==> src/rtl/core/i2cm_pkg.sv <==
// ----------------------------------------------------------------------------
// i2cm_pkg: shared types and constants of the I2C master core
// Field widths, action/kind/status codes and the beat structures that pass
// between the top level and the bit-level controller.
// ----------------------------------------------------------------------------
package i2cm_pkg;

    // field widths
    localparam int ACT_W       = 2;
    localparam int BYTE_W      = 8;
    localparam int IDX_W       = 6;
    localparam int LEN_W       = 7;
    localparam int KIND_W      = 2;
    localparam int STATUS_W    = 2;
    localparam int PHASE_W     = 2;
    localparam int BIT_W       = 3;
    // wide enough to hold any buffer depth in range
    localparam int DEPTH_CMP_W = 9;

    localparam int BUFFER_DEPTH_DEF = 64;

    // action codes
    localparam logic [ACT_W-1:0] ACT_TICK  = 2'd0;
    localparam logic [ACT_W-1:0] ACT_LOAD  = 2'd1;
    localparam logic [ACT_W-1:0] ACT_START = 2'd2;

    // transaction kinds
    localparam logic [KIND_W-1:0] KIND_PROBE = 2'd0;
    localparam logic [KIND_W-1:0] KIND_REGWR = 2'd1;
    localparam logic [KIND_W-1:0] KIND_RAWWR = 2'd2;
    localparam logic [KIND_W-1:0] KIND_READ  = 2'd3;

    // completion status
    localparam logic [STATUS_W-1:0] STAT_OK         = 2'd0;
    localparam logic [STATUS_W-1:0] STAT_START_FAIL = 2'd1;
    localparam logic [STATUS_W-1:0] STAT_NACK       = 2'd2;
    localparam logic [STATUS_W-1:0] STAT_ZERO_READ  = 2'd3;

    // address byte masks and shift MSB
    localparam logic [BYTE_W-1:0] ADDR_WR_MASK = 8'hFE;
    localparam logic [BYTE_W-1:0] ADDR_RD_BIT  = 8'h01;
    localparam logic [BYTE_W-1:0] BYTE_MSB     = 8'h80;

    // one input beat
    typedef struct packed {
        logic [ACT_W-1:0]  action;
        logic              sda_in;
        logic [BYTE_W-1:0] device_addr;
        logic [BYTE_W-1:0] reg_addr;
        logic [IDX_W-1:0]  buf_index;
        logic [BYTE_W-1:0] buf_byte;
        logic [LEN_W-1:0]  length;
        logic [KIND_W-1:0] kind;
    } i2cm_item_t;

    // one result beat
    typedef struct packed {
        logic                scl_level;
        logic                sda_release;
        logic                busy_res;
        logic                done_res;
        logic [STATUS_W-1:0] status;
        logic                read_valid;
        logic [IDX_W-1:0]    read_index;
        logic [BYTE_W-1:0]   read_data;
    } i2cm_result_t;

endpackage

==> src/rtl/core/i2cm_ram.sv <==
// ----------------------------------------------------------------------------
// i2cm_ram: generic single-write, single-read RAM
// One write port, one read port with registered read data held between reads.
// ----------------------------------------------------------------------------
module i2cm_ram #(
    parameter int WIDTH = 8,
    parameter int DEPTH = 64,
    parameter int AW    = (DEPTH > 1) ? $clog2(DEPTH) : 1
) (
    input  logic             clk,
    input  logic             we,
    input  logic [AW-1:0]    waddr,
    input  logic [WIDTH-1:0] wdata,
    input  logic             re,
    input  logic [AW-1:0]    raddr,
    output logic [WIDTH-1:0] rdata
);

    logic [WIDTH-1:0] mem [DEPTH];
    logic [WIDTH-1:0] rdata_reg;

    // write port
    always_ff @(posedge clk)
    begin
        if (we)
        begin
            mem[waddr] <= wdata;
        end
    end

    // registered read, held until the next read
    always_ff @(posedge clk)
    begin
        if (re)
        begin
            rdata_reg <= mem[raddr];
        end
    end

    assign rdata = rdata_reg;

endmodule

==> src/rtl/core/i2cm_ctrl.sv <==
// ----------------------------------------------------------------------------
// i2cm_ctrl: I2C bit-level sequencer
// Holds the transaction state and the line levels, advances them by one beat
// per step and produces that beat's result. Owns the write buffer RAM.
// ----------------------------------------------------------------------------
module i2cm_ctrl #(
    parameter int BUFFER_DEPTH = i2cm_pkg::BUFFER_DEPTH_DEF
) (
    input  logic                   clk,
    input  logic                   rst_n,
    input  logic                   step,
    input  i2cm_pkg::i2cm_item_t   item,
    output i2cm_pkg::i2cm_result_t result
);
    import i2cm_pkg::*;

    localparam int AW = (BUFFER_DEPTH > 1) ? $clog2(BUFFER_DEPTH) : 1;
    localparam logic [DEPTH_CMP_W-1:0] DEPTH_CMP = DEPTH_CMP_W'(BUFFER_DEPTH);
    localparam logic [LEN_W-1:0]       DEPTH_LEN = LEN_W'(BUFFER_DEPTH);

    // sequencer states
    localparam int ST_W = 4;
    localparam logic [ST_W-1:0] ST_IDLE       = 4'd0;
    localparam logic [ST_W-1:0] ST_START      = 4'd1;
    localparam logic [ST_W-1:0] ST_ADDR_W     = 4'd2;
    localparam logic [ST_W-1:0] ST_ACK1       = 4'd3;
    localparam logic [ST_W-1:0] ST_REG        = 4'd4;
    localparam logic [ST_W-1:0] ST_ACK_REG    = 4'd5;
    localparam logic [ST_W-1:0] ST_DATA       = 4'd6;
    localparam logic [ST_W-1:0] ST_ACK_DATA   = 4'd7;
    localparam logic [ST_W-1:0] ST_STOP_MID   = 4'd8;
    localparam logic [ST_W-1:0] ST_RSTART     = 4'd9;
    localparam logic [ST_W-1:0] ST_ADDR_R     = 4'd10;
    localparam logic [ST_W-1:0] ST_ACK_R      = 4'd11;
    localparam logic [ST_W-1:0] ST_RECV       = 4'd12;
    localparam logic [ST_W-1:0] ST_MACK       = 4'd13;
    localparam logic [ST_W-1:0] ST_STOP_FINAL = 4'd14;
    localparam logic [ST_W-1:0] ST_STOP_FAIL  = 4'd15;

    logic [ST_W-1:0]    st_reg, st_next;
    logic [PHASE_W-1:0] phase_reg, phase_next;
    logic [BIT_W-1:0]   bit_reg, bit_next;
    logic [LEN_W-1:0]   byte_reg, byte_next;
    logic [BYTE_W-1:0]  shift_reg, shift_next;
    logic [BYTE_W-1:0]  dev_reg, dev_next;
    logic [BYTE_W-1:0]  rega_reg, rega_next;
    logic [LEN_W-1:0]   len_reg, len_next;
    logic [KIND_W-1:0]  kind_reg, kind_next;
    logic               scl_reg, scl_next;
    logic               sda_reg, sda_next;
    logic               pend_reg, pend_next;

    logic [BYTE_W-1:0]   shift_cur;
    logic [BYTE_W-1:0]   ram_rdata;
    logic                go;
    logic [ST_W-1:0]     go_st;
    logic                fin;
    logic [STATUS_W-1:0] fin_status;
    logic                seg_end;
    logic                nack;
    logic                drop;
    logic                fail;
    logic                wr_en;
    logic                rd_en;
    logic                idx_ok;
    logic                len_small;
    logic [LEN_W:0]      mack_cnt;
    logic [AW+IDX_W-1:0] waddr_wide;
    logic [AW+LEN_W-1:0] raddr_wide;

    // buffer index and length range checks
    assign idx_ok     = {{(DEPTH_CMP_W-IDX_W){1'b0}}, item.buf_index} < DEPTH_CMP;
    assign len_small  = {{(DEPTH_CMP_W-LEN_W){1'b0}}, item.length} < DEPTH_CMP;
    assign mack_cnt   = {1'b0, byte_reg} + {{LEN_W{1'b0}}, 1'b1};
    assign waddr_wide = {{AW{1'b0}}, item.buf_index};
    assign raddr_wide = {{AW{1'b0}}, byte_next};

    // a buffer byte fetched on entry is taken from the RAM while pending
    assign shift_cur = pend_reg ? ram_rdata : shift_reg;

    // next state and beat result
    always_comb
    begin
        st_next    = st_reg;
        phase_next = phase_reg;
        bit_next   = bit_reg;
        byte_next  = byte_reg;
        shift_next = shift_cur;
        dev_next   = dev_reg;
        rega_next  = rega_reg;
        len_next   = len_reg;
        kind_next  = kind_reg;
        scl_next   = scl_reg;
        sda_next   = sda_reg;
        pend_next  = 1'b0;
        go         = 1'b0;
        go_st      = ST_IDLE;
        fin        = 1'b0;
        fin_status = STAT_OK;
        seg_end    = 1'b0;
        nack       = 1'b0;
        drop       = 1'b0;
        fail       = 1'b0;
        wr_en      = 1'b0;
        rd_en      = 1'b0;

        result             = '0;
        result.scl_level   = scl_reg;
        result.sda_release = sda_reg;

        case (item.action)
            ACT_LOAD:
            begin
                wr_en = idx_ok;
            end
            ACT_START:
            begin
                if (st_reg == ST_IDLE)
                begin
                    dev_next  = item.device_addr;
                    rega_next = item.reg_addr;
                    kind_next = item.kind;
                    len_next  = len_small ? item.length : DEPTH_LEN;
                    byte_next = '0;
                    if (item.kind == KIND_READ && item.length == '0)
                    begin
                        fin        = 1'b1;
                        fin_status = STAT_ZERO_READ;
                    end
                    else
                    begin
                        go    = 1'b1;
                        go_st = ST_START;
                    end
                end
            end
            ACT_TICK:
            begin
                if (st_reg != ST_IDLE)
                begin
                    // line changes due before this delay
                    case (st_reg)
                        ST_START, ST_RSTART:
                        begin
                            if (phase_reg == 2'd0)
                            begin
                                scl_next = 1'b1;
                                sda_next = 1'b1;
                                fail     = (st_reg == ST_START) && !item.sda_in;
                            end
                            else if (phase_reg == 2'd1)
                            begin
                                sda_next = 1'b0;
                                fail     = (st_reg == ST_START) && item.sda_in;
                            end
                            else
                            begin
                                scl_next = 1'b0;
                                seg_end  = 1'b1;
                            end
                            phase_next = phase_reg + 2'd1;
                        end
                        ST_ADDR_W, ST_REG, ST_DATA, ST_ADDR_R:
                        begin
                            if (phase_reg == 2'd0)
                            begin
                                scl_next   = 1'b0;
                                phase_next = 2'd1;
                            end
                            else if (phase_reg == 2'd1)
                            begin
                                sda_next   = (shift_cur & BYTE_MSB) != '0;
                                shift_next = {shift_cur[BYTE_W-2:0], 1'b0};
                                phase_next = 2'd2;
                            end
                            else
                            begin
                                scl_next   = 1'b1;
                                phase_next = 2'd0;
                                if (bit_reg == 3'd7)
                                begin
                                    drop    = 1'b1;
                                    seg_end = 1'b1;
                                end
                                else
                                begin
                                    bit_next = bit_reg + 3'd1;
                                end
                            end
                        end
                        ST_ACK1, ST_ACK_REG, ST_ACK_DATA, ST_ACK_R:
                        begin
                            if (phase_reg == 2'd0)
                            begin
                                scl_next = 1'b0;
                            end
                            else if (phase_reg == 2'd1)
                            begin
                                sda_next = 1'b1;
                            end
                            else
                            begin
                                scl_next = 1'b1;
                                nack     = item.sda_in;
                                drop     = item.sda_in;
                                seg_end  = 1'b1;
                            end
                            phase_next = phase_reg + 2'd1;
                        end
                        ST_RECV:
                        begin
                            if (phase_reg == 2'd0)
                            begin
                                if (bit_reg == '0)
                                begin
                                    sda_next = 1'b1;
                                end
                                scl_next   = 1'b0;
                                phase_next = 2'd1;
                            end
                            else
                            begin
                                scl_next   = 1'b1;
                                shift_next = {shift_cur[BYTE_W-2:0], item.sda_in};
                                phase_next = 2'd0;
                                if (bit_reg == 3'd7)
                                begin
                                    drop              = 1'b1;
                                    seg_end           = 1'b1;
                                    result.read_valid = 1'b1;
                                    result.read_index = byte_reg[IDX_W-1:0];
                                    result.read_data  = shift_next;
                                end
                                else
                                begin
                                    bit_next = bit_reg + 3'd1;
                                end
                            end
                        end
                        ST_MACK:
                        begin
                            if (phase_reg == 2'd0)
                            begin
                                scl_next = 1'b0;
                            end
                            else if (phase_reg == 2'd1)
                            begin
                                // NACK on the last byte
                                sda_next = mack_cnt >= {1'b0, len_reg};
                            end
                            else if (phase_reg == 2'd2)
                            begin
                                scl_next = 1'b1;
                            end
                            else
                            begin
                                scl_next = 1'b0;
                                seg_end  = 1'b1;
                            end
                            phase_next = phase_reg + 2'd1;
                        end
                        default:
                        begin
                            // stop segments
                            if (phase_reg == 2'd0)
                            begin
                                scl_next = 1'b0;
                            end
                            else if (phase_reg == 2'd1)
                            begin
                                sda_next = 1'b0;
                            end
                            else if (phase_reg == 2'd2)
                            begin
                                scl_next = 1'b1;
                            end
                            else
                            begin
                                sda_next = 1'b1;
                                seg_end  = 1'b1;
                            end
                            phase_next = phase_reg + 2'd1;
                        end
                    endcase

                    // levels held during the delay
                    result.scl_level   = scl_next;
                    result.sda_release = sda_next;
                    if (drop)
                    begin
                        scl_next = 1'b0;
                    end

                    // segment sequencing
                    if (fail)
                    begin
                        fin        = 1'b1;
                        fin_status = STAT_START_FAIL;
                    end
                    else if (seg_end)
                    begin
                        go = 1'b1;
                        case (st_reg)
                            ST_START:
                                go_st = (kind_reg == KIND_RAWWR) ? ST_REG : ST_ADDR_W;
                            ST_ADDR_W:
                                go_st = ST_ACK1;
                            ST_REG:
                                go_st = (kind_reg == KIND_RAWWR) ? ST_ACK1 : ST_ACK_REG;
                            ST_ACK1:
                            begin
                                if (nack)
                                    go_st = ST_STOP_FAIL;
                                else if (kind_reg == KIND_PROBE)
                                    go_st = ST_STOP_FINAL;
                                else if (kind_reg == KIND_RAWWR)
                                    go_st = (byte_reg < len_reg) ? ST_DATA : ST_STOP_FINAL;
                                else
                                    go_st = ST_REG;
                            end
                            ST_ACK_REG:
                            begin
                                if (kind_reg == KIND_READ)
                                    go_st = ST_STOP_MID;
                                else
                                    go_st = (byte_reg < len_reg) ? ST_DATA : ST_STOP_FINAL;
                            end
                            ST_DATA:
                                go_st = ST_ACK_DATA;
                            ST_ACK_DATA:
                            begin
                                byte_next = byte_reg + 7'd1;
                                go_st = (byte_next < len_reg) ? ST_DATA : ST_STOP_FINAL;
                            end
                            ST_STOP_MID:
                                go_st = ST_RSTART;
                            ST_RSTART:
                                go_st = ST_ADDR_R;
                            ST_ADDR_R:
                                go_st = ST_ACK_R;
                            ST_ACK_R:
                                go_st = ST_RECV;
                            ST_RECV:
                                go_st = ST_MACK;
                            ST_MACK:
                            begin
                                byte_next = byte_reg + 7'd1;
                                go_st = (byte_next < len_reg) ? ST_RECV : ST_STOP_FINAL;
                            end
                            ST_STOP_FAIL:
                            begin
                                go         = 1'b0;
                                fin        = 1'b1;
                                fin_status = STAT_NACK;
                            end
                            default:
                            begin
                                go  = 1'b0;
                                fin = 1'b1;
                            end
                        endcase
                    end
                end
            end
            default:
            begin
            end
        endcase

        // finish the transaction
        if (fin)
        begin
            st_next    = ST_IDLE;
            phase_next = '0;
            bit_next   = '0;
        end

        // enter a new segment; preload its shift byte or fetch it from the buffer
        if (go)
        begin
            st_next    = go_st;
            phase_next = '0;
            bit_next   = '0;
            case (go_st)
                ST_ADDR_W: shift_next = dev_next & ADDR_WR_MASK;
                ST_REG:    shift_next = rega_next;
                ST_ADDR_R: shift_next = dev_next | ADDR_RD_BIT;
                ST_RECV:   shift_next = '0;
                ST_DATA:
                begin
                    rd_en     = 1'b1;
                    pend_next = 1'b1;
                end
                default:
                begin
                end
            endcase
        end

        result.busy_res = st_next != ST_IDLE;
        result.done_res = fin;
        result.status   = fin ? fin_status : STAT_OK;
    end

    // state registers, updated once per step
    always_ff @(posedge clk or negedge rst_n)
    begin
        if (!rst_n)
        begin
            st_reg    <= ST_IDLE;
            phase_reg <= '0;
            bit_reg   <= '0;
            byte_reg  <= '0;
            shift_reg <= '0;
            dev_reg   <= '0;
            rega_reg  <= '0;
            len_reg   <= '0;
            kind_reg  <= KIND_PROBE;
            scl_reg   <= 1'b1;
            sda_reg   <= 1'b1;
            pend_reg  <= 1'b0;
        end
        else if (step)
        begin
            st_reg    <= st_next;
            phase_reg <= phase_next;
            bit_reg   <= bit_next;
            byte_reg  <= byte_next;
            shift_reg <= shift_next;
            dev_reg   <= dev_next;
            rega_reg  <= rega_next;
            len_reg   <= len_next;
            kind_reg  <= kind_next;
            scl_reg   <= scl_next;
            sda_reg   <= sda_next;
            pend_reg  <= pend_next;
        end
    end

    // write buffer
    i2cm_ram #(
        .WIDTH (BYTE_W),
        .DEPTH (BUFFER_DEPTH),
        .AW    (AW)
    ) u_wbuf (
        .clk   (clk),
        .we    (step && wr_en),
        .waddr (waddr_wide[AW-1:0]),
        .wdata (item.buf_byte),
        .re    (step && rd_en),
        .raddr (raddr_wide[AW-1:0]),
        .rdata (ram_rdata)
    );

    // checks
    a_pend_in_data: assert property (@(posedge clk) disable iff (!rst_n)
        pend_reg |-> (st_reg == ST_DATA && phase_reg == 2'd0))
        else $error("buffer fetch pending outside the first data phase");

    a_rvalid_recv: assert property (@(posedge clk) disable iff (!rst_n)
        result.read_valid |-> (st_reg == ST_RECV && bit_reg == 3'd7))
        else $error("received byte shown outside the last receive bit");

    a_start_phase: assert property (@(posedge clk) disable iff (!rst_n)
        (st_reg == ST_START || st_reg == ST_RSTART) |-> (phase_reg != 2'd3))
        else $error("start segment ran past its third phase");

    a_busy_follows: assert property (@(posedge clk) disable iff (!rst_n)
        (step && result.busy_res) |=> (st_reg != ST_IDLE))
        else $error("busy reported but sequencer went idle");

    a_done_idle: assert property (@(posedge clk) disable iff (!rst_n)
        (step && result.done_res) |=> (st_reg == ST_IDLE && phase_reg == '0))
        else $error("finished transaction left sequencer active");

endmodule

==> src/rtl/core/i2c_master_transaction_core.sv <==
// ----------------------------------------------------------------------------
// i2c_master_transaction_core: bit-level I2C master
// Channel  Dir  Beat contents
// s_axis   in   tuser: action; tdata: sda_in, device_addr, reg_addr,
//               buf_index, buf_byte, length, kind
// m_axis   out  tdata: scl_level, sda_release, busy_res, done_res, status,
//               read_valid, read_index, read_data
//
// One beat per clock while m_axis does not stall; each input beat gives
// exactly one result beat, via the input register, then the result register.
// The sequencer state and the write buffer RAM advance only when the input
// register holds a beat and the result register can take its result.
// A stall on m_axis fills the result register and then the input register;
// s_axis_tready drops only when both are full.
// Reset clears the sequencer to idle with both lines released; the write
// buffer is not cleared.
// ----------------------------------------------------------------------------
module i2c_master_transaction_core #(
    parameter int BUFFER_DEPTH = i2cm_pkg::BUFFER_DEPTH_DEF
) (
    input  logic        clk,
    input  logic        rst_n,
    input  logic        s_axis_tvalid,
    output logic        s_axis_tready,
    // sda_in, device_addr, reg_addr, buf_index, buf_byte, length, kind
    input  logic [39:0] s_axis_tdata,
    // action
    input  logic [1:0]  s_axis_tuser,
    output logic        m_axis_tvalid,
    input  logic        m_axis_tready,
    // scl_level, sda_release, busy_res, done_res, status, read_valid,
    // read_index, read_data, zero pad
    output logic [23:0] m_axis_tdata
);
    import i2cm_pkg::*;

    logic         in_valid_reg;
    i2cm_item_t   in_item_reg;
    logic         out_valid_reg;
    i2cm_result_t out_data_reg;
    i2cm_result_t step_result;
    i2cm_item_t   beat_item;
    logic         step;

    // unpack the input beat
    always_comb
    begin
        beat_item.action      = s_axis_tuser;
        beat_item.sda_in      = s_axis_tdata[0];
        beat_item.device_addr = s_axis_tdata[8:1];
        beat_item.reg_addr    = s_axis_tdata[16:9];
        beat_item.buf_index   = s_axis_tdata[22:17];
        beat_item.buf_byte    = s_axis_tdata[30:23];
        beat_item.length      = s_axis_tdata[37:31];
        beat_item.kind        = s_axis_tdata[39:38];
    end

    // advance when a beat waits and the result slot is free or draining
    assign step          = in_valid_reg && (!out_valid_reg || m_axis_tready);
    assign s_axis_tready = !in_valid_reg || step;

    // input register
    always_ff @(posedge clk or negedge rst_n)
    begin
        if (!rst_n)
        begin
            in_valid_reg <= 1'b0;
        end
        else if (s_axis_tready)
        begin
            in_valid_reg <= s_axis_tvalid;
        end
    end

    always_ff @(posedge clk)
    begin
        if (s_axis_tready && s_axis_tvalid)
        begin
            in_item_reg <= beat_item;
        end
    end

    // sequencer
    i2cm_ctrl #(
        .BUFFER_DEPTH (BUFFER_DEPTH)
    ) u_ctrl (
        .clk    (clk),
        .rst_n  (rst_n),
        .step   (step),
        .item   (in_item_reg),
        .result (step_result)
    );

    // result register
    always_ff @(posedge clk or negedge rst_n)
    begin
        if (!rst_n)
        begin
            out_valid_reg <= 1'b0;
        end
        else if (step)
        begin
            out_valid_reg <= 1'b1;
        end
        else if (m_axis_tready)
        begin
            out_valid_reg <= 1'b0;
        end
    end

    always_ff @(posedge clk)
    begin
        if (step)
        begin
            out_data_reg <= step_result;
        end
    end

    // pack the result beat
    assign m_axis_tvalid = out_valid_reg;
    assign m_axis_tdata  = {3'b000,
                            out_data_reg.read_data,
                            out_data_reg.read_index,
                            out_data_reg.read_valid,
                            out_data_reg.status,
                            out_data_reg.done_res,
                            out_data_reg.busy_res,
                            out_data_reg.sda_release,
                            out_data_reg.scl_level};

endmodule
==> config.mk <==
export PLATFORM = sky130hd
export DESIGN_NAME = i2c_master_transaction_core
export DESIGN_NICKNAME = d
export VERILOG_FILES = /design/src/rtl/core/i2cm_pkg.sv /design/src/rtl/core/i2cm_ram.sv /design/src/rtl/core/i2cm_ctrl.sv /design/src/rtl/core/i2c_master_transaction_core.sv
export SDC_FILE = /design/constraint.sdc
export NUM_CORES = 1
export LEC_CHECK = 0
export ABC_AREA = 0
export ABC_CLOCK_PERIOD_IN_PS = 12700
export BUFFER_PORTS_ARGS = -buffer_cell sky130_fd_sc_hd__buf_2
export CORE_MARGIN = 1.5
export CORE_UTILIZATION = 67
export DETAILED_ROUTE_END_ITERATION = 10
export PLACE_DENSITY = 0.84
export SYNTH_ARGS = -nofsm -noshare
export SYNTH_HDL_FRONTEND = slang
export SYNTH_HIERARCHICAL = 1
export SYNTH_SLANG_ARGS = --single-unit
==> constraint.sdc <==
create_clock -name clk -period 12.7 [get_ports clk]
set_input_delay 1.27 -clock clk [delete_from_list [all_inputs] [get_ports clk]]
set_output_delay 1.27 -clock clk [all_outputs]
set_load 0.03 [all_outputs]
; ---- After elaboration in Yosys (flattened, before gate mapping)
; Memories as Yosys holds them, arrays and structs flattened. A register that Yosys moved wholly into a read port is not among the register bits.
; Index checks and enable logic that the tools add are counted.
[op_classes]
n_addsub = 4
multipliers = 0
div = 0
order_cmp = 4
n_eq_ne = 35
shifts = 0
mux = 138
n_bitwise = 4
reduce_logical = 39
[op_table]
columns = op, n
row1 = two-way mux 8 bit, 11
row2 = two-way mux 1 bit, 69
row3 = one-hot mux 4 bit (13 select lines), 1
row4 = two-way mux 4 bit, 12
row5 = two-way mux 7 bit, 6
row6 = equality test 4 bit (second input constant), 9
row7 = one-hot mux 8 bit (4 select lines), 1
row8 = two-way mux 2 bit, 15
row9 = two-way mux 3 bit, 10
row10 = equality test 4 x 3 -> 1 bit (second input constant), 6
row11 = one-hot mux 8 bit (2 select lines), 1
row12 = two-way mux 15 bit, 1
row13 = < comparator 7 bit, 2
row14 = one-hot mux 7 bit (2 select lines), 1
row15 = AND reduction 7 bit, 2
row16 = OR reduction 13 bit, 1
row17 = equality test 4 x 2 -> 1 bit (second input constant), 3
row18 = != test 4 x 2 -> 1 bit (second input constant), 3
row19 = nonzero test 4 bit, 3
row20 = OR reduction 4 bit, 3
row21 = equality test 2 bit (second input constant), 5
row22 = AND reduction 3 bit, 3
row23 = adder 7 x 1 -> 8 bit (second input constant), 1
row24 = >= comparator 8 x 7 -> 1 bit, 1
row25 = 30 further kinds, 54
[word_totals]
register_bits = 117
latch_bits = 0
ramBits = 512
romBits = 0
wordCells = 257
memories = 1
[memory_table]
columns = name, depth, width, rd, rd_ports_with_merged_regs, wr, line
row1 = u_ctrl.u_wbuf.mem, 64, 8, 1, 1, 1, i2cm_ram.sv:19  ; logic [WIDTH-1:0] mem [DEPTH];

; ---- Longest topological paths before layout
; Gate-level depths: netlist of the first run.
[logic_depth]
depth_word = 16
mapped_depth = 18
ltp_nobuf = 14

; ---- Modules after synthesis
; Netlist of the first run, hierarchy kept.
[by_module_without_submodules]
columns = mod, instances, cells_each, area_per_inst_um2, seq_area_each_um2
row1 = i2cm_ram, 1, 972, 20270.7, 15615.0
row2 = i2cm_ctrl, 1, 461, 4132.7, 1278.7
row3 = i2c_master_transaction_core, 1, 75, 2021.9, 1941.9

; ---- Least setup slack after synthesis of the first run
; No wires, ideal clock.
[synth_timing]
path_type = register -> register
start = register u_ctrl.phase_reg[0]
end = register u_ctrl.u_wbuf.rdata_reg[2] (netlist: u_ctrl/u_wbuf/rdata[2]) (read register of u_ctrl.u_wbuf.mem), data pin
setup_ns = 0.257
t_arrival_ns = 3.902
setup_slack_ns = 8.541
stages_incl_launch_ff = 17
period_less_slack_ns = 4.159
path_cell_list = dfrtp_1 inv_1 ha_1 clkbuf_1 o2bb2ai_1 nand2_1 a41o_1 nor4_1 clkbuf_1 nand2_1 o21ai_1 buf_2 buf_1 mux4_2 a21oi_1 o211ai_1 a32o_1
[synth_rtl]
columns = item, line
row1 = "start, declared", i2cm_ctrl.sv:41  ; logic [PHASE_W-1:0] phase_reg, phase_next;
row2 = "start signal, assigned", i2cm_ctrl.sv:426  ; phase_reg <= phase_next;
row3 = equality test 2 bit, "i2cm_ctrl.sv:251, i2cm_ctrl.sv:273"
row4 = two-way mux 1 bit, "i2cm_ctrl.sv:251, i2cm_ctrl.sv:273"
row5 = two-way mux 1 bit, i2cm_ctrl.sv:269  ; else if (phase_reg == 2'd1)
row6 = two-way mux 1 bit, i2cm_ctrl.sv:242  ; if (phase_reg == 2'd0)
row7 = one-hot mux 1 bit (3 select lines), i2cm_ctrl.sv:142  ; case (st_reg)
row8 = two-way mux 1 bit, i2cm_ctrl.sv:139  ; if (st_reg != ST_IDLE)
row9 = two-way mux 1 bit, i2cm_ctrl.sv:111  ; case (item.action)
row10 = two-way mux 7 bit, i2cm_ctrl.sv:300  ; else if (seg_end)
row11 = two-way mux 7 bit *, i2cm_ctrl.sv:295  ; if (fail)
row12 = two-way mux 7 bit *, i2cm_ctrl.sv:139
row13 = one-hot mux 7 bit (2 select lines) *, i2cm_ctrl.sv:111
row14 = named net u_ctrl.byte_next[2], i2cm_ctrl.sv:43  ; logic [LEN_W-1:0] byte_reg, byte_next;
row15 = "end, declared", i2cm_ram.sv:20  ; logic [WIDTH-1:0] rdata_reg;
; The timed path passes the listed nets; every way through them passes the cells marked *. The select of a mux whose other input is x is not followed.
; A chain may end at the register's enable or synchronous reset.

; ---- Final worst setup path of the first run
[layout_timing]
start = register u_ctrl.phase_reg[0]
end = register u_ctrl.u_wbuf.rdata_reg[3] (netlist: u_ctrl/u_wbuf/rdata[3]) (read register of u_ctrl.u_wbuf.mem), data pin
; Same word-level chain as after synthesis.

==> results of run 1 <==
-- worst max path at each step --
stage                                     from  slack [ns]  cells after the start                               end
6_report       u_ctrl/phase_reg[0]$_DFFE_PN0P_        6.77                     16  u_ctrl/u_wbuf/rdata[3]$_DFFE_PP_
5_1_grt        u_ctrl/phase_reg[0]$_DFFE_PN0P_        6.70                     16  u_ctrl/u_wbuf/rdata[3]$_DFFE_PP_
4_1_cts        u_ctrl/phase_reg[0]$_DFFE_PN0P_        6.91                     16  u_ctrl/u_wbuf/rdata[3]$_DFFE_PP_
3_5_place_dp   u_ctrl/phase_reg[0]$_DFFE_PN0P_        7.02                     16  u_ctrl/u_wbuf/rdata[3]$_DFFE_PP_
3_3_place_gp   u_ctrl/phase_reg[0]$_DFFE_PN0P_        7.11                     16  u_ctrl/u_wbuf/rdata[3]$_DFFE_PP_
2_1_floorplan  u_ctrl/phase_reg[0]$_DFFE_PN0P_        8.54                     16  u_ctrl/u_wbuf/rdata[2]$_DFFE_PP_
-- per-stage QoR --
step	util (%)	worst slack (ns)	instances	instance area, sq um	hold slack, ns
3_3_place_gp	69.9	7.11	2023	27100	0.472
3_5_place_dp	69.9	7.02	2023	27100	0.478
6_report	75.1	6.77	2137	29100	0.501
5_1_grt	75.1	6.70	2137	29100	0.526
4_1_cts	75.1	6.91	2137	29100	0.503
2_1_floorplan	-	8.54	1509	26400	0.450
-- layer usage --
layer	wire, um	GRT usage [%]
met1	22000	41.3
met2	29800	49.7
met3	6200	5.80
met4	2540	13.2
met5	9	0
-- where the power goes --
part	leakage, nW	switching [mW]	internal [mW]
Sequential	5.93	0.0849	2.37
Clock	0.968	0.782	1.04
Combinational	2.47	0.309	0.206
Total	9.37	1.18	3.61
-- tightest hold or removal path: stages, from the launching register on --
cell	delay (ns)
dfrtp_1	0.35
nand2_1	0.05
o21ai_0	0.07
-- cell type report --
type	instances	area share [%]
Tap cell	518	2.23
Clock buffer	78	5.50
Multi-Input combinational cell	758	24.3
Sequential cell	635	64.6
Clock inverter	36	1.38
Timing Repair Buffer	87	1.67
Inverter	25	0.323
-- cells in the final DEF, fill, tap and decap left out, types with 7 or more instances in the layout --
cell type	count
bufinv_16	7
or2_2	12
buf_4	20
clkinv_2	10
buf_2	67
a22o_1	7
clkinv_1	10
o22ai_1	30
nand2_1	70
o21ai_0	43
nand3b_1	10
edfxtp_1	582
or3_1	7
ha_1	22
clkbuf_1	15
nand2b_1	22
a22oi_1	11
a221oi_1	7
inv_1	23
mux2_2	21
nand3_1	26
mux2i_1	44
o221ai_1	8
clkbuf_16	60
nor3_1	11
and3_1	11
dfrtp_1	51
a21o_1	12
a31oi_1	10
mux4_2	130
nor2b_1	16
nor2_1	112
a21oi_1	19
==> results.json, run 1 <==
{
  "status": "finished clean",
  "syn-cell-area_sq_um": 26400,
  "clock-root-buffer": "clkbuf_16",
  "cts_tree": "done",
  "r2r-end": "u_ctrl/u_wbuf/rdata[3]$_DFFE_PP_",
  "ant_nets": 0,
  "critPathRequiredTime_ns": 13.00,
  "hp-start": "u_ctrl/len_reg[2]$_DFFE_PN0P_",
  "total_power_mw": 4.78,
  "area_growth_pct": 10.2,
  "drive_above_1_share_pct": 22.7,
  "crit_type": "reg2reg",
  "critPathTopFamily": "buffers and inverters",
  "largest_reg_flops": 512,
  "synth.avg_cell_area_sq_um": 17.5,
  "cts.clk_slew.worst_paths_ns": 0.06,
  "cts-htree-levels": 2,
  "worst_pin_slew_ns": 1.21,
  "antenna_found_initial": 1,
  "rr_startpoint": "u_ctrl/phase_reg[0]$_DFFE_PN0P_",
  "fmax_ghz": 0.169,
  "wl_per_cell_um": 28.3,
  "multi_input_area_sq_um": 7060,
  "slew_headroom_pct": 18.8,
  "whs_path_depth": 2,
  "ios": 72,
  "p_leak_nw": 9.37,
  "setup_viol": 0,
  "place.gp.congestion": 0.899,
  "rsz0062_at_grt": "false",
  "cts_setup_buffers": 0,
  "cp_slowest_cell": "buf_4",
  "period_share_pct": 46.7,
  "hold_violations": 0,
  "period_minus_slack_ns": 5.93,
  "holdBufCountCts": 0,
  "min_path_type": "reg2reg",
  "cp_slowest_stage_delay_ns": 0.76,
  "grt_pass1_wl_um": 91400,
  "io_buffers": 67,
  "crit_path_max_fanout": 64,
  "synthCells": 1507,
  "grt_overflow": 0,
  "grt_pass1_vias": 14817,
  "regArea_sq_um": 18800,
  "worstPathArrival_ns": 6.23,
  "cts_buffers": 60,
  "ys_warn_count": 6,
  "maxCapViolCount": 0,
  "dr.pass1.iters": 6,
  "finClkSkew_ns": 0.0372,
  "r2r_slack_ns": 6.77,
  "initial_core_util_pct": 68.1,
  "drv_slew": 0,
  "worst_setup_path_end_kind": "register",
  "drc": 0,
  "cp_cell_sequence": "inv_1 -> ha_1 -> nor2b_1 -> o2111ai_1 -> a41o_1 -> nor4_2 -> buf_4 -> nand2_1 -> o21ai_4 -> buf_4 -> buf_4 -> mux4_2 -> o22ai_1 -> nor2_1 -> o21ai_0 -> nand3_1",
  "insertedDiodeCount": 0,
  "cts.repair.resized": 0,
  "cts_sinks": 635,
  "first_iter_violations": 1686,
  "clk_path_buf_depth": 3,
  "min_to": "u_ctrl/len_reg[2]$_DFFE_PN0P_",
  "rows": 72,
  "finalSetupTns_ns": 0,
  "die-height_um": 201,
  "dr_total_vias": 14796,
  "fp.dieW_um": 201,
  "fill_cells": 2134,
  "reg2reg_depth": 16,
  "die-area_sq_um": 40600,
  "irDropWorstVdd_v": 0.000167,
  "grtUsageTotal_pct": 30.6,
  "worstSkewPairLatency_ns": 0.65,
  "fin_nets": 1635,
  "grt_max_degree": 65,
  "startpoint_type": "register",
  "core_sq_um": 38700,
  "power_density_nw_per_um2": 164,
  "wl_um": 60600,
  "path_common_cell": "buf_4",
  "crit_buf_inv": 4,
  "dpl.hpwl_um": 35000,
  "detail_route.vias_per_cell": 6.92
}
(Power assumes the default switching activity.)
==> inputs of run 2 (changes only) <==
ABC_CLOCK_PERIOD_IN_PS = 5100   (was 12700)
CORE_UTILIZATION = 56   (was 67)
PLACE_DENSITY = 0.75   (was 0.84)
clock period = 5.1 ns   (was 12.7 ns; I/O delays follow)
==> run 2 against run 1 <==
Clock-buffer cell count decreased by 5. Critical path depth rose by 1. Non-clock buffer count rose by 23. First-iteration DRC count rose by 6.2%. Worst setup slack worse by 6.5 ns. Global-route usage fell by 5.5 points. Design area up 1.5%. Via count is 1.8% lower. Die area increased by 19%. Flip-flop and latch count is the same. Clock skew decreased by 0.022 ns. Cell count grew 5.1%. Critical path type unchanged. Critical endpoint unchanged. Largest power group unchanged.
==> results.json, run 2 (synthesis gave the netlist of run 1 again) <==
{
  "drive_above_1_share_pct": 24.0,
  "hold_violations": 0,
  "period_share_pct": 95.3,
  "die-area_sq_um": 48400,
  "slew_headroom_pct": 25.2,
  "placedCellCount": 2135,
  "worstSkewPairLatency_ns": 0.62,
  "io_buffers": 67,
  "maxCapViolCount": 0,
  "irDropWorstVdd_v": 0.000472,
  "finClkSkew_ns": 0.0148,
  "dr.pass1.iters": 6,
  "drv_slew": 0,
  "ant_nets": 0,
  "worstPathArrival_ns": 5.22,
  "power_density_nw_per_um2": 409,
  "worst_setup_path_end_kind": "register",
  "wl_per_cell_um": 26.4,
  "period_minus_slack_ns": 4.86,
  "grtUsageTotal_pct": 25.2,
  "fin_nets": 1657,
  "grt_pass1_wl_um": 89500,
  "core_sq_um": 46600,
  "drc": 0,
  "fin_cells": 2246,
  "place.gp.congestion": 0.938,
  "cts_setup_buffers": 0,
  "status": "finished clean",
  "antenna_found_initial": 0,
  "largest_reg_flops": 512,
  "insertedDiodeCount": 0,
  "clock-root-buffer": "clkbuf_16",
  "cts_buffers": 59,
  "crit_type": "reg2reg",
  "cts.clk_slew.worst_paths_ns": 0.06,
  "fmax_ghz": 0.206,
  "cts.repair.resized": 0,
  "dpl.hpwl_um": 37200,
  "fp.dieW_um": 220,
  "grt_overflow": 0,
  "startpoint_type": "register",
  "cts_sinks": 635,
  "grt_pass1_vias": 14314,
  "setup_viol": 0,
  "fin_ws_ns": 0.241,
  "critPathRequiredTime_ns": 5.46,
  "layout_commonest_cell": "edfxtp_1",
  "die-height_um": 220,
  "total_power_mw": 12.1,
  "worst_pin_slew_ns": 1.12,
  "cts_tree": "done",
  "detail_route.vias_per_cell": 6.47,
  "crit_path_max_fanout": 22,
  "initial_core_util_pct": 56.7,
  "cts-htree-levels": 2,
  "dr_total_vias": 14523,
  "holdBufCountCts": 0,
  "place_ws_ns": 0.309,
  "rsz0062_at_grt": "false",
  "min_path_type": "in2async",
  "ios": 72,
  "final_cell_mix": "edfxtp_1 (582), mux4_2 (130), nor2_1 (112), nand2_1 (70), buf_2 (67)",
  "wl_um": 59300,
  "clk_path_buf_depth": 3,
  "hold_slack_ns": 0.0343,
  "rows": 79,
  "grt_max_degree": 65,
  "finalSetupTns_ns": 0,
  "first_iter_violations": 1791,
  "area_growth_pct": 11.8,
  "p_leak_nw": 9.55
}
run 2: cell count changes in the layout (fill, tap and decap cells not counted), sizes merged:
| cell | previous run | this run |
|---|---|---|
| buf | 87 | 110 |
| clkinv | 23 | 24 |
| bufinv | 7 | 10 |
| clkinvlp | 4 | 3 |
| clkbuf | 78 | 73 |
| inv | 27 | 26 |
run 2: stage by stage:
stage | utilization, % | cell area [sq um]
after floorplan | - | 26400
after global placement | 59.0 | 27500
after detailed placement | 59.0 | 27500
after CTS | 63.4 | 29500
after global routing | 63.4 | 29500
final | 63.4 | 29500
run 2: cell type report:
cell class,count,area [sq um]
Multi-Input combinational cell,758,7060
Tap cell,607,759
Inverter,25,93.8
Clock inverter,38,468
Clock buffer,73,1600
Timing Repair Buffer,110,733
Sequential cell,635,18800
Fill cell,3134,17000
run 2: worst max-delay path: stages, from the launching register on:
cell,delay [ns]
dfrtp_1,0.50
inv_1,0.15
ha_1,0.38
nor2b_1,0.17
o2111ai_1,0.15
a41o_1,0.29
nor4_2,0.28
buf_4,0.27
nor2_1,0.10
o21ai_0,0.36
o21ai_4,0.32
buf_4,0.27
or2_2,0.36
o22ai_1,0.31
nor2_1,0.12
o21ai_0,0.31
buf_4,0.18
nand3_1,0.06
run 2: worst paths after layout:
path | to | from | depth (start not counted) | slack (ns)
max in group asynchronous | u_ctrl/st_reg[0]$_DFFE_PN0P_ | rst_n | 2 | 4.57
hold / removal | u_ctrl/rega_reg[0]$_DFFE_PN0P_ | rst_n | 2 | 0.03
min in group clk | in_item_reg[14]$_DFFE_PP_ | s_axis_tdata[28] | 1 | 0.06
hold reg to reg | u_ctrl/len_reg[3]$_DFFE_PN0P_ | u_ctrl/len_reg[3]$_DFFE_PN0P_ | 2 | 0.49
setup reg to reg | u_ctrl/u_wbuf/rdata[3]$_DFFE_PP_ | u_ctrl/phase_reg[0]$_DFFE_PN0P_ | 17 | 0.24
setup / recovery | u_ctrl/u_wbuf/rdata[3]$_DFFE_PP_ | u_ctrl/phase_reg[0]$_DFFE_PN0P_ | 17 | 0.24
run 2: per-layer routing:
layer / GRT usage, % / share of wire [%]
met1: 34.7 / 39
met2: 40.6 / 49
met3: 4.06 / 8.9
met4: 9.89 / 4.0
met5: 0 / 0
run 2: where the power goes:
part	internal (mW)	switching [mW]
registers	5.89	0.174
clock network	2.74	1.90
logic	0.546	0.820
total	9.18	2.90
==> inputs of run 3 (changes only) <==
CELL_PAD_IN_SITES_DETAIL_PLACEMENT = 1   (was not set)
CELL_PAD_IN_SITES_GLOBAL_PLACEMENT = 2   (was not set)
CORE_UTILIZATION = 43   (was 56)
PLACE_DENSITY = 0.74   (was 0.75)
==> run 3 against run 2 <==
Worst setup slack gained 0.23 ns. Via count down 1.1%. Combinational power about the same. Global-route usage down 3.7 points. Total power is 2.6% higher. Critical path type unchanged. Fmax rose by 4.9%. Sequential power barely moved. Non-clock buffer count grew 28. Worst hold slack improved by 0.023 ns. Design area grew 2.1%. Clock-buffer cell count grew 11. Flip-flop and latch count is the same.
==> results.json, run 3 (synthesis gave the netlist of run 1 again) <==
{
  "status": "finished clean",
  "period_minus_slack_ns": 4.63,
  "core_sq_um": 60500,
  "p_leak_nw": 9.77,
  "reg2reg_depth": 16,
  "grt_max_degree": 65,
  "cp-startpoint": "u_ctrl/phase_reg[0]$_DFFE_PN0P_",
  "place.gp.congestion": 0.810,
  "cts_setup_buffers": 0,
  "drive_above_1_share_pct": 25.5,
  "antenna_found_initial": 1,
  "initial_core_util_pct": 43.6,
  "largest_reg_flops": 512,
  "grt_pass1_vias": 15063,
  "crit_type": "reg2reg",
  "worst_setup_path_end_kind": "register",
  "ant_nets": 0,
  "detail_route.vias_per_cell": 5.82,
  "maxCapViolCount": 0,
  "insertedDiodeCount": 0,
  "area_growth_pct": 14.2,
  "dpl.hpwl_um": 42600,
  "wl_per_cell_um": 26.8,
  "finalSetupTns_ns": 0,
  "grt_overflow": 0,
  "grtUsageTotal_pct": 21.4,
  "fmax_ghz": 0.216,
  "io_buffers": 67,
  "cts.clk_slew.worst_paths_ns": 0.06,
  "rr_startpoint": "u_ctrl/phase_reg[0]$_DFFE_PN0P_",
  "clk_path_buf_depth": 3,
  "ios": 72,
  "period_share_pct": 90.8,
  "rows": 90,
  "irDropWorstVdd_v": 0.000290,
  "cts_tree": "done",
  "fill_cells": 5604,
  "worst_pin_slew_ns": 1.18,
  "setup_viol": 0,
  "final_cell_mix": "edfxtp_1 (582), mux4_2 (130), nor2_1 (112), clkbuf_16 (71), nand2_1 (70)",
  "cts_buffers": 71,
  "worstPathArrival_ns": 5.00,
  "hold_slack_ns": 0.0575,
  "die-area_sq_um": 62900,
  "clock-root-buffer": "clkbuf_16",
  "hold_violations": 0,
  "slew_headroom_pct": 21.4,
  "wl_um": 66000,
  "power_density_nw_per_um2": 411,
  "min_path_type": "in2async",
  "finClkSkew_ns": 0.0165,
  "dr_total_vias": 14364,
  "drc": 0,
  "grt_pass1_wl_um": 98900,
  "critPathRequiredTime_ns": 5.47,
  "die-height_um": 251,
  "cts_sinks": 635,
  "cts.repair.resized": 0,
  "layout_commonest_cell": "edfxtp_1",
  "rsz0062_at_grt": "false",
  "cts-htree-levels": 3,
  "worstSkewPairLatency_ns": 0.62,
  "crit_path_max_fanout": 14,
  "startpoint_type": "register",
  "fp.dieW_um": 251,
  "drv_slew": 0,
  "first_iter_violations": 1221,
  "holdBufCountCts": 0,
  "dr.pass1.iters": 5,
  "fin_nets": 1697
}
run 3: changes by cell type in the layout (fill, tap and decap cells not counted):
| cell | delta |
|---|---|
| inv_16 | -1 |
| buf_12 | +2 |
| clkinv_2 | +4 |
| clkinv_1 | +5 |
| clkbuf_16 | +10 |
| clkbuf_1 | +4 |
| bufinv_16 | -4 |
| clkinv_8 | +1 |
| buf_4 | +26 |
| inv_6 | +3 |
| clkinv_4 | -2 |
| clkbuf_8 | -3 |
| clkinv_16 | +1 |
run 3: through the flow:
step,cell area (sq um),utilization [%],worst slack (ns),total power [mW],instances
after floorplan,26400,-,0.941,7.11,1509
after detailed placement,27900,46.1,0.445,7.56,2338
after global placement,27900,46.1,0.462,7.52,2338
final,30200,49.9,0.469,12.4,2467
after global routing,30200,49.9,0.137,12.8,2467
after CTS,30200,49.9,0.422,12.5,2467
run 3: metal layers:
| metal | share of wire, % | GRT usage [%] | wire length, um |
|---|---|---|---|
| met5 | 0 | 0 | 0 |
| met4 | 2.5 | 6.32 | 1640 |
| met3 | 5.8 | 3.97 | 3860 |
| met2 | 49 | 35.2 | 32500 |
| met1 | 42 | 29.3 | 28000 |
run 3: path summary, 6_finish.rpt:
kind / end / slack [ns]
setup / recovery: u_ctrl/u_wbuf/rdata[7]$_DFFE_PP_ / 0.47
hold / removal: u_ctrl/dev_reg[4]$_DFFE_PN0P_ / 0.06
setup reg to reg: u_ctrl/u_wbuf/rdata[7]$_DFFE_PP_ / 0.47
hold reg to reg: u_ctrl/rega_reg[5]$_DFFE_PN0P_ / 0.50
max in group asynchronous: u_ctrl/bit_reg[1]$_DFFE_PN0P_ / 4.50
min in group clk: in_item_reg[11]$_DFFE_PP_ / 0.07
run 3: power breakdown:
part / switching (mW) / internal, mW
Sequential: 0.158 / 5.90
Clock: 2.07 / 2.88
Combinational: 0.830 / 0.557
run 3: layout make-up:
cell class / count / area (sq um) / share of cell area (%)
clock buffers: 84 / 1830 / 6.05
clock inverters: 45 / 422 / 1.40
inverters: 25 / 93.8 / 0.311
multi-input cells: 758 / 7060 / 23.4
flip-flops and latches: 635 / 18800 / 62.4
well taps: 782 / 978 / 3.25
repair buffers: 138 / 968 / 3.21
run 3: critical path, cell delays in order (launching register included):
cell	delay [ns]
dfrtp_1	0.50
inv_1	0.15
ha_1	0.33
nor2b_1	0.15
o2111ai_1	0.14
a41o_1	0.28
nor4_2	0.23
buf_4	0.25
nor2_1	0.11
o21ai_0	0.30
o21ai_4	0.23
buf_4	0.26
mux4_2	0.35
mux4_2	0.49
o2111ai_1	0.29
o41ai_1	0.14
buf_4	0.17
